**config.mk**
```make
export PLATFORM = sky130hd
export DESIGN_NAME = pixel_to_bgra_with_mirror_address
export DESIGN_NICKNAME = d
export VERILOG_FILES = /design/src/rtl/ptbgra_pkg.sv /design/src/rtl/ptbgra_front.sv /design/src/rtl/ptbgra_queue.sv /design/src/rtl/ptbgra_back.sv /design/src/rtl/pixel_to_bgra_with_mirror_address.sv
export VERILOG_INCLUDE_DIRS = /design/src /design/src/rtl
export SDC_FILE = /design/constraint.sdc
export NUM_CORES = 1
export LEC_CHECK = 0
export BUFFER_PORTS_ARGS = -buffer_cell sky130_fd_sc_hd__clkbuf_2
export CORE_MARGIN = 5
export CORE_UTILIZATION = 40
export DETAILED_ROUTE_END_ITERATION = 12
export HOLD_SLACK_MARGIN = 0.1
export SYNTH_ARGS = -nofsm -noshare
export SYNTH_HDL_FRONTEND = slang
export SYNTH_SLANG_ARGS = --single-unit
```
**constraint.sdc**
```tcl
create_clock -name clock -period 5.6 [get_ports clock]
set_input_delay 0.56 -clock clock [delete_from_list [all_inputs] [get_ports clock]]
set_output_delay 0.56 -clock clock [all_outputs]
set_load 0.005 [all_outputs]
```
**src/rtl/pixel_to_bgra_with_mirror_address_macros.svh**
```systemverilog
// assertion macros shared by the pixel to bgra rtl
// no dependencies; included by the files that carry assertions
`ifndef PIXEL_TO_BGRA_WITH_MIRROR_ADDRESS_MACROS_SVH
`define PIXEL_TO_BGRA_WITH_MIRROR_ADDRESS_MACROS_SVH

// checked on every clock edge outside reset
`define PTBGRA_ASSERT(label, clk, rst, prop, msg) \
   label: assert property (@(posedge clk) disable iff (rst) (prop)) else $error(msg);

// checked on every clock edge, reset included
`define PTBGRA_ASSERT_ALWAYS(label, clk, prop, msg) \
   label: assert property (@(posedge clk) (prop)) else $error(msg);

`endif

```
**src/rtl/ptbgra_pkg.sv**
```systemverilog
// types and constants for the pixel to bgra converter with mirrored address
// no dependencies
package ptbgra_pkg;

   localparam int MAX_WIDTH_DEFAULT  = 4096;
   localparam int MAX_HEIGHT_DEFAULT = 4096;

   localparam int CHANNEL_WIDTH  = 8;
   localparam int SIZE_WIDTH     = 13;
   localparam int ADDR_WIDTH     = 12;
   localparam int CSR_DATA_WIDTH = 13;
   localparam int CSR_INDEX_WIDTH = 2;
   localparam int REQ_DATA_WIDTH = 4 * CHANNEL_WIDTH;
   localparam int RSP_DATA_WIDTH = 4 * CHANNEL_WIDTH + 2 * ADDR_WIDTH;

   localparam int QUEUE_DEPTH = 2;

   localparam logic [CHANNEL_WIDTH-1:0] OPAQUE_ALPHA = 8'd255;

   // bits of the format and flip codes
   localparam int FMT_BLUE_FIRST_BIT = 0;
   localparam int FMT_HAS_ALPHA_BIT  = 1;
   localparam int FLIP_HORIZ_BIT     = 0;
   localparam int FLIP_VERT_BIT      = 1;

   typedef enum logic [CSR_INDEX_WIDTH-1:0] {
      CSR_PIXELS_PER_ROW = 2'd0,
      CSR_ROWS_PER_FRAME = 2'd1,
      CSR_SOURCE_FORMAT  = 2'd2,
      CSR_FLIP_MODE      = 2'd3
   } ptbgra_csr_type;

   typedef struct packed {
      logic [SIZE_WIDTH-1:0] pixels_per_row;
      logic [SIZE_WIDTH-1:0] rows_per_frame;
      logic [1:0]            source_format;
      logic [1:0]            flip_mode;
   } ptbgra_cfg_type;

   typedef struct packed {
      logic [1:0]               source_format;
      logic [CHANNEL_WIDTH-1:0] fourth_channel;
      logic [CHANNEL_WIDTH-1:0] third_channel;
      logic [CHANNEL_WIDTH-1:0] second_channel;
      logic [CHANNEL_WIDTH-1:0] first_channel;
      logic [ADDR_WIDTH-1:0]    dest_column;
      logic [ADDR_WIDTH-1:0]    dest_row;
      logic                     frame_end;
   } ptbgra_entry_type;

endpackage

```
**src/rtl/ptbgra_front.sv**
```systemverilog
// front end: accepts source pixels, tracks raster position, mirrors the address
// depends on ptbgra_pkg and the assertion macro header
`include "pixel_to_bgra_with_mirror_address_macros.svh"

module ptbgra_front #(
   parameter int MAX_WIDTH  = ptbgra_pkg::MAX_WIDTH_DEFAULT,
   parameter int MAX_HEIGHT = ptbgra_pkg::MAX_HEIGHT_DEFAULT
) (
   input  logic                                   clock,
   input  logic                                   reset,
   input  ptbgra_pkg::ptbgra_cfg_type             cfg,
   input  logic                                   req_tvalid,
   output logic                                   req_tready,
   input  logic [ptbgra_pkg::REQ_DATA_WIDTH-1:0]  req_tdata,
   input  logic                                   queue_full,
   output logic                                   queue_push,
   output ptbgra_pkg::ptbgra_entry_type           queue_entry
);
   import ptbgra_pkg::*;

   localparam int CW = $clog2(MAX_WIDTH);
   localparam int RW = $clog2(MAX_HEIGHT);

   logic [CW-1:0] column_count_ff, column_count_in;
   logic [RW-1:0] row_count_ff, row_count_in;
   logic [CW-1:0] w_m1, col, dcol;
   logic [RW-1:0] h_m1, row, drow;
   logic          last_col, last_row;

   always_comb begin
      if (cfg.pixels_per_row == '0) begin
         w_m1 = '0;
      end else if (32'(cfg.pixels_per_row) > 32'(MAX_WIDTH)) begin
         w_m1 = CW'(MAX_WIDTH - 1);
      end else begin
         w_m1 = CW'(cfg.pixels_per_row - 13'd1);
      end
      if (cfg.rows_per_frame == '0) begin
         h_m1 = '0;
      end else if (32'(cfg.rows_per_frame) > 32'(MAX_HEIGHT)) begin
         h_m1 = RW'(MAX_HEIGHT - 1);
      end else begin
         h_m1 = RW'(cfg.rows_per_frame - 13'd1);
      end
   end

   always_comb begin
      col      = (column_count_ff <= w_m1) ? column_count_ff : w_m1;
      row      = (row_count_ff <= h_m1) ? row_count_ff : h_m1;
      last_col = (col == w_m1);
      last_row = (row == h_m1);
      dcol     = cfg.flip_mode[FLIP_HORIZ_BIT] ? (w_m1 - col) : col;
      drow     = cfg.flip_mode[FLIP_VERT_BIT] ? (h_m1 - row) : row;
      if (last_col) begin
         column_count_in = '0;
         row_count_in    = last_row ? '0 : (row + RW'(1));
      end else begin
         column_count_in = col + CW'(1);
         row_count_in    = row;
      end
   end

   assign req_tready = !queue_full;
   assign queue_push = req_tvalid && !queue_full;

   always_comb begin
      queue_entry.source_format  = cfg.source_format;
      queue_entry.first_channel  = req_tdata[CHANNEL_WIDTH-1:0];
      queue_entry.second_channel = req_tdata[2*CHANNEL_WIDTH-1:CHANNEL_WIDTH];
      queue_entry.third_channel  = req_tdata[3*CHANNEL_WIDTH-1:2*CHANNEL_WIDTH];
      queue_entry.fourth_channel = req_tdata[4*CHANNEL_WIDTH-1:3*CHANNEL_WIDTH];
      queue_entry.dest_column    = ADDR_WIDTH'(dcol);
      queue_entry.dest_row       = ADDR_WIDTH'(drow);
      queue_entry.frame_end      = last_col && last_row;
   end

   always_ff @(posedge clock) begin
      if (reset) begin
         column_count_ff <= '0;
         row_count_ff    <= '0;
      end else if (queue_push) begin
         column_count_ff <= column_count_in;
         row_count_ff    <= row_count_in;
      end
   end

   `PTBGRA_ASSERT(a_column_in_range, clock, reset, queue_push |=> column_count_ff <= $past(w_m1), "column counter beyond width")
   `PTBGRA_ASSERT(a_row_in_range, clock, reset, queue_push |=> row_count_ff <= $past(h_m1), "row counter beyond height")
   `PTBGRA_ASSERT(a_push_needs_item, clock, reset, queue_push |-> req_tvalid && req_tready, "push without an accepted item")

endmodule

```
**src/rtl/ptbgra_queue.sv**
```systemverilog
// short queue between the front end and the back end
// depends on ptbgra_pkg and the assertion macro header
`include "pixel_to_bgra_with_mirror_address_macros.svh"

module ptbgra_queue (
   input  logic                         clock,
   input  logic                         reset,
   input  logic                         push,
   input  ptbgra_pkg::ptbgra_entry_type push_entry,
   output logic                         full,
   input  logic                         pop,
   output logic                         pop_valid,
   output ptbgra_pkg::ptbgra_entry_type pop_entry
);
   import ptbgra_pkg::*;

   localparam int PTR_W = (QUEUE_DEPTH > 1) ? $clog2(QUEUE_DEPTH) : 1;
   localparam int CNT_W = $clog2(QUEUE_DEPTH + 1);

   ptbgra_entry_type entry_ff [QUEUE_DEPTH];
   logic [PTR_W-1:0] wr_ptr_ff, wr_ptr_in;
   logic [PTR_W-1:0] rd_ptr_ff, rd_ptr_in;
   logic [CNT_W-1:0] count_ff, count_in;

   assign full      = (count_ff == CNT_W'(QUEUE_DEPTH));
   assign pop_valid = (count_ff != '0);
   assign pop_entry = entry_ff[rd_ptr_ff];

   always_comb begin
      wr_ptr_in = wr_ptr_ff;
      rd_ptr_in = rd_ptr_ff;
      count_in  = count_ff;
      if (push) begin
         wr_ptr_in = (wr_ptr_ff == PTR_W'(QUEUE_DEPTH - 1)) ? '0 : (wr_ptr_ff + PTR_W'(1));
      end
      if (pop) begin
         rd_ptr_in = (rd_ptr_ff == PTR_W'(QUEUE_DEPTH - 1)) ? '0 : (rd_ptr_ff + PTR_W'(1));
      end
      if (push && !pop) begin
         count_in = count_ff + CNT_W'(1);
      end else if (pop && !push) begin
         count_in = count_ff - CNT_W'(1);
      end
   end

   always_ff @(posedge clock) begin
      if (reset) begin
         wr_ptr_ff <= '0;
         rd_ptr_ff <= '0;
         count_ff  <= '0;
      end else begin
         wr_ptr_ff <= wr_ptr_in;
         rd_ptr_ff <= rd_ptr_in;
         count_ff  <= count_in;
      end
   end

   always_ff @(posedge clock) begin
      if (push) begin
         entry_ff[wr_ptr_ff] <= push_entry;
      end
   end

   `PTBGRA_ASSERT(a_no_push_when_full, clock, reset, !(push && full), "item pushed into a full queue")
   `PTBGRA_ASSERT(a_no_pop_when_empty, clock, reset, !(pop && !pop_valid), "item popped from an empty queue")
   `PTBGRA_ASSERT_ALWAYS(a_count_bound, clock, reset || (count_ff <= CNT_W'(QUEUE_DEPTH)), "queue count beyond depth")

endmodule

```
**src/rtl/ptbgra_back.sv**
```systemverilog
// back end: swizzles channels into bgra and holds the result register
// depends on ptbgra_pkg
module ptbgra_back (
   input  logic                                   clock,
   input  logic                                   reset,
   input  logic                                   queue_valid,
   input  ptbgra_pkg::ptbgra_entry_type           queue_entry,
   output logic                                   queue_pop,
   output logic                                   rsp_tvalid,
   input  logic                                   rsp_tready,
   output logic [ptbgra_pkg::RSP_DATA_WIDTH-1:0]  rsp_tdata,
   output logic                                   rsp_tlast
);
   import ptbgra_pkg::*;

   logic                      valid_ff;
   logic [RSP_DATA_WIDTH-1:0] data_ff, data_in;
   logic                      last_ff;
   logic [CHANNEL_WIDTH-1:0]  blue, red, alpha;

   always_comb begin
      if (queue_entry.source_format[FMT_BLUE_FIRST_BIT]) begin
         blue = queue_entry.first_channel;
         red  = queue_entry.third_channel;
      end else begin
         blue = queue_entry.third_channel;
         red  = queue_entry.first_channel;
      end
      alpha   = queue_entry.source_format[FMT_HAS_ALPHA_BIT] ?
                queue_entry.fourth_channel : OPAQUE_ALPHA;
      data_in = {queue_entry.dest_row, queue_entry.dest_column,
                 alpha, red, queue_entry.second_channel, blue};
   end

   assign queue_pop  = queue_valid && (!valid_ff || rsp_tready);
   assign rsp_tvalid = valid_ff;
   assign rsp_tdata  = data_ff;
   assign rsp_tlast  = last_ff;

   always_ff @(posedge clock) begin
      if (reset) begin
         valid_ff <= 1'b0;
      end else if (queue_pop) begin
         valid_ff <= 1'b1;
      end else if (rsp_tready) begin
         valid_ff <= 1'b0;
      end
   end

   always_ff @(posedge clock) begin
      if (queue_pop) begin
         data_ff <= data_in;
         last_ff <= queue_entry.frame_end;
      end
   end

endmodule

```
**src/rtl/pixel_to_bgra_with_mirror_address.sv**
```systemverilog
// Pixel format converter: takes source pixels in raster order and gives one BGRA
// pixel per item with its destination column and row, mirrored by flip_mode, and
// tlast on the last pixel of a frame. One item per clock is sustained while
// rsp_tready is high; an item goes through the front end into the queue, then
// into the result register. A two-entry queue buffers req while rsp is stalled.
// Users write registers via the csr port with no item in flight (not enforced).
// top level; depends on ptbgra_pkg, ptbgra_front, ptbgra_queue and ptbgra_back
module pixel_to_bgra_with_mirror_address #(
   parameter int MAX_WIDTH  = ptbgra_pkg::MAX_WIDTH_DEFAULT,
   parameter int MAX_HEIGHT = ptbgra_pkg::MAX_HEIGHT_DEFAULT
) (
   input  logic                                   clock,
   input  logic                                   reset,
   input  logic                                   csr_valid,
   output logic                                   csr_ready,
   input  logic [ptbgra_pkg::CSR_INDEX_WIDTH-1:0] csr_index,
   input  logic [ptbgra_pkg::CSR_DATA_WIDTH-1:0]  csr_data,
   input  logic                                   req_tvalid,
   output logic                                   req_tready,
   // first_channel, second_channel, third_channel, fourth_channel
   input  logic [ptbgra_pkg::REQ_DATA_WIDTH-1:0]  req_tdata,
   output logic                                   rsp_tvalid,
   input  logic                                   rsp_tready,
   // out_blue, out_green, out_red, out_alpha, dest_column, dest_row
   output logic [ptbgra_pkg::RSP_DATA_WIDTH-1:0]  rsp_tdata,
   output logic                                   rsp_tlast
);
   import ptbgra_pkg::*;

   ptbgra_cfg_type   cfg_ff;
   ptbgra_entry_type push_entry, pop_entry;
   logic             queue_full, queue_push, queue_pop, queue_valid;

   assign csr_ready = 1'b1;

   always_ff @(posedge clock) begin
      if (reset) begin
         cfg_ff.pixels_per_row <= SIZE_WIDTH'(1);
         cfg_ff.rows_per_frame <= SIZE_WIDTH'(1);
         cfg_ff.source_format  <= '0;
         cfg_ff.flip_mode      <= '0;
      end else if (csr_valid) begin
         unique case (ptbgra_csr_type'(csr_index))
            CSR_PIXELS_PER_ROW: cfg_ff.pixels_per_row <= csr_data[SIZE_WIDTH-1:0];
            CSR_ROWS_PER_FRAME: cfg_ff.rows_per_frame <= csr_data[SIZE_WIDTH-1:0];
            CSR_SOURCE_FORMAT:  cfg_ff.source_format  <= csr_data[1:0];
            CSR_FLIP_MODE:      cfg_ff.flip_mode      <= csr_data[1:0];
            default: begin
            end
         endcase
      end
   end

   ptbgra_front #(
      .MAX_WIDTH  (MAX_WIDTH),
      .MAX_HEIGHT (MAX_HEIGHT)
   ) u_front (
      .clock       (clock),
      .reset       (reset),
      .cfg         (cfg_ff),
      .req_tvalid  (req_tvalid),
      .req_tready  (req_tready),
      .req_tdata   (req_tdata),
      .queue_full  (queue_full),
      .queue_push  (queue_push),
      .queue_entry (push_entry)
   );

   ptbgra_queue u_queue (
      .clock      (clock),
      .reset      (reset),
      .push       (queue_push),
      .push_entry (push_entry),
      .full       (queue_full),
      .pop        (queue_pop),
      .pop_valid  (queue_valid),
      .pop_entry  (pop_entry)
   );

   ptbgra_back u_back (
      .clock       (clock),
      .reset       (reset),
      .queue_valid (queue_valid),
      .queue_entry (pop_entry),
      .queue_pop   (queue_pop),
      .rsp_tvalid  (rsp_tvalid),
      .rsp_tready  (rsp_tready),
      .rsp_tdata   (rsp_tdata),
      .rsp_tlast   (rsp_tlast)
   );

endmodule
```
==> results of run 1 <==
-- power by group --
part           leakage, µW  switching (µW)  internal [µW]  total [µW]
clock network     0.000386             676            927        1600
registers          0.00214             267           2420        2680
logic              0.00350            1290           1060        2360
-- layout make-up --
class,count,area (µm²),area share (%)
Clock buffer,40,713,4.59
Clock inverter,8,86.3,0.556
Inverter,62,233,1.50
Multi-Input combinational cell,816,5790,37.3
Sequential cell,235,6460,41.6
Tap cell,396,495,3.19
Timing Repair Buffer,267,1740,11.2
-- worst min-delay path by stage --
stage	from	to	slack (ps)	cells after the start
2_1_floorplan	cfg_ff[2]	u_queue.entry_ff[0][57]	430	0
3_3_place_gp	cfg_ff[9]	cfg_ff[9]	460	2
3_5_place_dp	cfg_ff[10]	cfg_ff[10]	480	2
4_1_cts	req_tdata[30]	u_queue.entry_ff[1][55]	190	1
5_1_grt	req_tdata[5]	u_queue.entry_ff[1][30]	200	1
6_report	req_tdata[25]	u_queue.entry_ff[0][50]	220	1
-- metal layers --
layer | wire length (µm) | global-route usage, % | vias up
met5 | 13 | 0 | -
li1 | - | - | 4880
met4 | 652 | 4.01 | 2
met2 | 13400 | 25.9 | 256
met1 | 15000 | 24.3 | 4607
met3 | 1710 | 3.27 | 49
-- logic make-up after synthesis --
family          synth area share (%)
flops                           51.5
xor+xnor                        2.80
compound gates                  16.4
buf+inv                         3.70
other cells                   0.0299
mux                             5.89
simple gates                    14.6
fa+ha+maj                       5.18
-- flip-flops by register name, indices dropped and copies added, names as in the netlist, named ones only --
register and flops:
u_front.row_count_ff 12, u_back.rsp_tdata 56, u_back.rsp_tlast 1, u_queue.rd_ptr_ff 1, u_queue.wr_ptr_ff 1, u_queue.count_ff 2
u_queue.entry_ff 118, cfg_ff 30, u_back.rsp_tvalid 1, u_front.column_count_ff 12
-- per-stage QoR --
stage	power (µW)	TNS (ps)
3_5_place_dp	5020	-40.3
4_1_cts	6650	0
6_report	6650	0
5_1_grt	7050	-63.5
3_3_place_gp	4970	0
2_1_floorplan	4080	0
-- synth_stat cells (5+ instances only) --
master and count:
o21ai_0 56, dfxtp_1 60, buf_1 5, a21oi_1 91, a32o_1 5, a22o_1 15, o31ai_1 7, nor2_1 77
a31o_2 5, xor2_1 10, a32oi_1 8, ha_1 50, o211ai_1 8, inv_1 60, nor4_1 8, and3_1 9
nand2_1 101, nor3_1 31, mux2_2 38, a211o_1 5, nand2b_1 7, a31oi_1 9, nand4_1 12, nand3_1 24
a211oi_1 22, nor2b_1 21, xnor2_1 27, mux2i_1 31, and2_1 8, nand3b_1 6, or3_1 12, edfxtp_1 175
a21o_1 11, clkbuf_1 43
-- what timing repair did --
item	4_1_cts	5_1_grt
hold buffers	0	0
endpoints found under the setup margin	5	33
resized for setup	1	30
setup buffers	0	4
pin swaps	0	4
==> reports/results.txt, run 1 <==
Reg2Reg Depth = 23
Critical Path Sink Type = flop
n_diodes = 0
Std-Cell Core Area = 0.0307 mm²
num ports = 112
Total GRT Usage = 16.7%
synthesized flop and latch total = 235
H-Tree Depth = 1
Starting Density = 40.8%
most frequent cells in the layout = edfxtp_1, buf_4, clkbuf_2, nand2_1, a21oi_1
Crit path buffers/inverters = 6
commonest non-fill, non-tap cell in the layout = edfxtp_1
Hold Vio Cnt, Final = 0
CP Launch Type = flop
num rows = 64
Final Worst Setup Slack = 228 ps
ys async rst share = 0%
placed cell area = 0.0146 mm²
Slew Limit Fails = 0
Setup crit start = cfg_ff[19]
arrival time of the worst setup path = 5650 ps
Iter 0 DRT Violations = 590
final setup violation count = 0
Mapped Nets = 1,269
max_slew headroom = 25.4%
Final Cell Area = 0.0155 mm²
fill count = 2,832
r2r startpoint = cfg_ff[19]
cell depth of the worst setup path = 23
initial antenna violation count = 1
critical-path cell list = buf_4, nor4_1, buf_4, nand2_1, a22oi_1, o32a_1, inv_1, ha_1, nand4_1, nor2_1, and4_2, buf_4, o21ai_0, and2_0, ha_1, buf_4, inv_1, nor4_1, a311o_1, o31a_1, o21a_1, or3_1, a31o_2
Max-cap violations = 0
die area = 0.0350 mm²
post-route ant nets = 0
Reg-to-Reg End = u_queue.entry_ff[1][18]
dpl ws = -28.1 ps
WHS = 216 ps
cell taking the most area after synthesis = edfxtp_1
kind of critical path = reg -> reg
TritonCTS buffer count = 26
CP required = 5880 ps
Synth Instances = 1,167
CP most frequent cell = buf_4
synthesis-to-layout area growth = 23.8%
r2r setup slk = 230 ps
Die Wd = 187 µm
Crit-path slowest cell = a311o_1
critical path capture point = u_queue.entry_ff[1][18]
vias in the first global route = 9,448
final cell count without fillers = 1,824
Final HPWL DP = 22,800 µm
area fraction of the dominant cell type after synthesis = 41.9%
drt first pass iters = 5
Layout Utilization = 50.5%
Post-Route WL = 30,800 µm
Reg clk slew, reported paths = 60 ps
CP top delay family = simple AND/OR/NAND/NOR gates
clock tree root buffer cell = clkbuf_16
layout cells sized above 1 = 28.4%
Clk Latency, worst-skew pair = 540 ps
Synth Warn # = 0
pwr dens = 428 mW/mm²
clk sinks = 235
Max clock buf depth = 3
syn_area_per_cell = 10.7 µm²
sequential area share after synthesis = 51.5%
synth top area cells = edfxtp_1, dfxtp_1, ha_1
die height = 187 µm
# DRC = 0
Layout Nets = 1,510
aggregate global routing overflow = 0
static leakage = 0.00603 µW
Via density = 5.37
CTS tree = built
Worst Tran Pin Value = 1120 ps
I/O Buffers = 110
gpl congestion = 0.918
Largest stage delay, worst path = 380 ps
final cycle utilization of the critical path = 95.9%
fmax = 0.186 GHz
Max rail drop VDD = 279 µV
cell area after synthesis = 0.0125 mm²
Worst Skew = 17.8 ps
cell count after placement = 1,772
dominant synthesized flop cell = edfxtp_1
total number of vias = 9,794
post-synth cell types = 90
crit-path max FO = 6
drt wl/cell = 16.9 µm
outcome = finished, final reports clean
global-route wire length before repair = 49,500 µm
crit path time final = 5370 ps
largest net degree at the start of global routing = 82
hold crit path type = in -> reg
number of synthesized flops with an enable pin = 175
No activity file was read; power rests on OpenSTA's default activity.
==> inputs of run 2 (changes only) <==
- ABC_AREA: not set -> 1
==> run 2 against run 1 <==
Routed wire length shrank 5.7%. Critical path depth rose by 3. Global-route usage fell by 0.63 points. Clock power up 2%. First-iteration DRC count decreased by 13%. Setup slack improved by 390 ps. Critical endpoint is now u_front.row_count_ff[4]. Largest power group unchanged.
==> reports/results.txt, run 2 <==
CP required = 6050 ps
synth top area cells = edfxtp_1, nand2_1, dfxtp_1
Max clock buf depth = 3
I/O Buffers = 110
Std-Cell Core Area = 0.0313 mm²
area fraction of the dominant cell type after synthesis = 41.8%
post-synth cell types = 49
synthesis-to-layout area growth = 14.1%
Mapped Nets = 1,572
met3 wire length = 1730 µm
CP Launch Type = flop
layout cells sized above 1 = 15.8%
largest net degree at the start of global routing = 62
Largest register FFs = 118
CTS tree = built
dominant synthesized flop cell = edfxtp_1
post-route ant nets = 0
dpl ws = 631 ps
cell taking the most area after synthesis = edfxtp_1
num rows = 65
Iter 0 DRT Violations = 516
crit-path max FO = 25
max layer used = met4
die area = 0.0351 mm²
Synth Warn # = 0
number of synthesized flops with an enable pin = 175
Final HPWL DP = 21,300 µm
synthesized flop and latch total = 235
die height = 187 µm
pwr dens = 475 mW/mm²
Pint = 4270 µW
gpl congestion = 0.880
setup TNS = 0 ps
Post-Route WL = 29,100 µm
# DRC = 0
Sequential Power Share = 39.2%
Max-cap violations = 0
logic gate share of total power = 36.8%
fill count = 3,063
Max rail drop VDD = 248 µV
sequential area share after synthesis = 51.3%
Clk Latency, worst-skew pair = 530 ps
Total GRT Usage = 16.1%
global-route wire length before repair = 47,600 µm
Synth Instances = 1,470
crit path time final = 4990 ps
H-Tree Depth = 1
r2r setup slk = 610 ps
Critical Path Sink Type = flop
Setup Buffers After CTS = 0
Routed met1 length = 14,000 µm
cell area after synthesis = 0.0126 mm²
clock power share = 24.0%
initial antenna violation count = 0
Reg clk slew, reported paths = 70 ps
clock tree root buffer cell = clkbuf_16
Layout Nets = 1,678
metal2 WL = 12,800 µm
hold crit path type = in -> reg
n_diodes = 0
Reg with most FFs = u_queue.entry_ff
kind of critical path = reg -> reg
vias in the first global route = 9,455
commonest non-fill, non-tap cell in the layout = nand2_1
Worst Tran Pin Value = 903 ps
PostCTS Resize Cnt = 0
Via density = 4.96
ys async rst share = 0%
most frequent cells in the layout = nand2_1, edfxtp_1, inv_1, clkbuf_2, nor2_1
drt wl/cell = 14.6 µm
num ports = 112
most common library cells after synthesis = nand2_1, edfxtp_1, inv_1
final cycle utilization of the critical path = 89.0%
clk sinks = 235
Final Worst Setup Slack = 614 ps
fmax = 0.201 GHz
arrival time of the worst setup path = 5440 ps
syn_area_per_cell = 8.56 µm²
Die Wd = 187 µm
total number of vias = 9,898
outcome = finished, final reports clean
Starting Density = 40.2%
aggregate global routing overflow = 0
TritonCTS buffer count = 26
Slew Limit Fails = 0
Hold Vio Cnt, Final = 0
Psw = 2550 µW
final setup violation count = 0
static leakage = 0.00631 µW
setup repair after global routing missed its margin = no
# hold bufs at CTS = 0
drt first pass iters = 5
max_slew headroom = 39.7%
Sw Share = 37.5%
Worst Skew = 26.0 ps
top-count cell post-synth = nand2_1
run 2: changes by cell type after synthesis, moves of 24 or more:
cell     change
inv_1       +91
mux2_2      -38
mux2i_1     -31
nand2_1    +383
nand2_2     +24
nand3_1     +65
nor2_1      +30
nor3_1      -24
run 2: final cells by class:
type | count | area (µm²) | area share, %
clock buffers | 37 | 743 | 5.18
multi-input cells | 1034 | 5340 | 37.2
inverters | 161 | 604 | 4.21
repair buffers | 118 | 611 | 4.26
flip-flops and latches | 235 | 6460 | 45.0
well taps | 402 | 503 | 3.51
clock inverters | 10 | 86.3 | 0.602
run 2: kinds of logic (layout without fill, tap and decap cells):
kind of cell / Yosys count / in the layout / share of synthesized area (%)
AOI/OAI and AO/OA: 182 / 182 / 8.26
xor gates and xnor gates: 13 / 13 / 0.905
adders and majority gates: 50 / 50 / 4.97
buffers and inverters: 201 / 326 / 6.42
DFF: 235 / 235 / 51.3
other: 1 / 1 / 0.0298
and+or+nand+nor: 788 / 788 / 28.1
run 2: power by group through the flow:
stage / logic [µW] / registers [µW] / clock network (µW)
6_report: 2510 / 2680 / 1640
5_1_grt: 2870 / 2730 / 1750
4_1_cts: 2520 / 2690 / 1680
3_5_place_dp: 2510 / 2720 / 0
3_3_place_gp: 2480 / 2710 / 0
2_1_floorplan: 1790 / 2690 / 0
run 2: metrics by stage:
step / instance area, µm² / hold slack, ps / power [µW] / utilization, % / cells
2_1_floorplan: 12600 / 426 / 4480 / - / 1470
3_3_place_gp: 13500 / 437 / 5190 / 43.2 / 1950
3_5_place_dp: 13500 / 450 / 5230 / 43.2 / 1950
4_1_cts: 14300 / 195 / 6890 / 45.8 / 1997
5_1_grt: 14300 / 202 / 7340 / 45.8 / 1997
6_report: 14300 / 227 / 6820 / 45.8 / 1997
run 2: worst paths after layout:
path / start / end / cells past startpoint
hold reg to reg: u_queue.rd_ptr_ff / flop / 1
hold / removal: req_tdata[8] / u_queue.entry_ff[0][33] / 1
setup reg to reg: cfg_ff[17] / u_front.row_count_ff[4] / 26
setup / recovery: cfg_ff[17] / u_front.row_count_ff[4] / 26
run 2: worst max-delay path: stages, from the launching register on:
cell      delay, ps
dfxtp_1         290
inv_1           200
ha_1            290
nand2_1         110
nor2_2          120
nand2_1          90
o211ai_1        170
nand2_1         160
ha_1            310
nand2_1          60
inv_1            50
nand2_1          60
nor2_1          100
nand2_1          60
nand3_1          70
nand2_2         350
o21ai_2         430
inv_1           150
ha_1            370
nand2_1         120
nor4_1          320
nand4_2         200
nor2_4          340
nand2_1         160
nand2_1          90
nand3_1          90
a21oi_1         140
run 2: per-layer routing:
metal  vias to the layer above  GRT usage, %
met3                        41          2.56
met2                       265          26.0
li1                       5084             -
met1                      4508          22.9
met5                         -             0
met4                         0          3.87
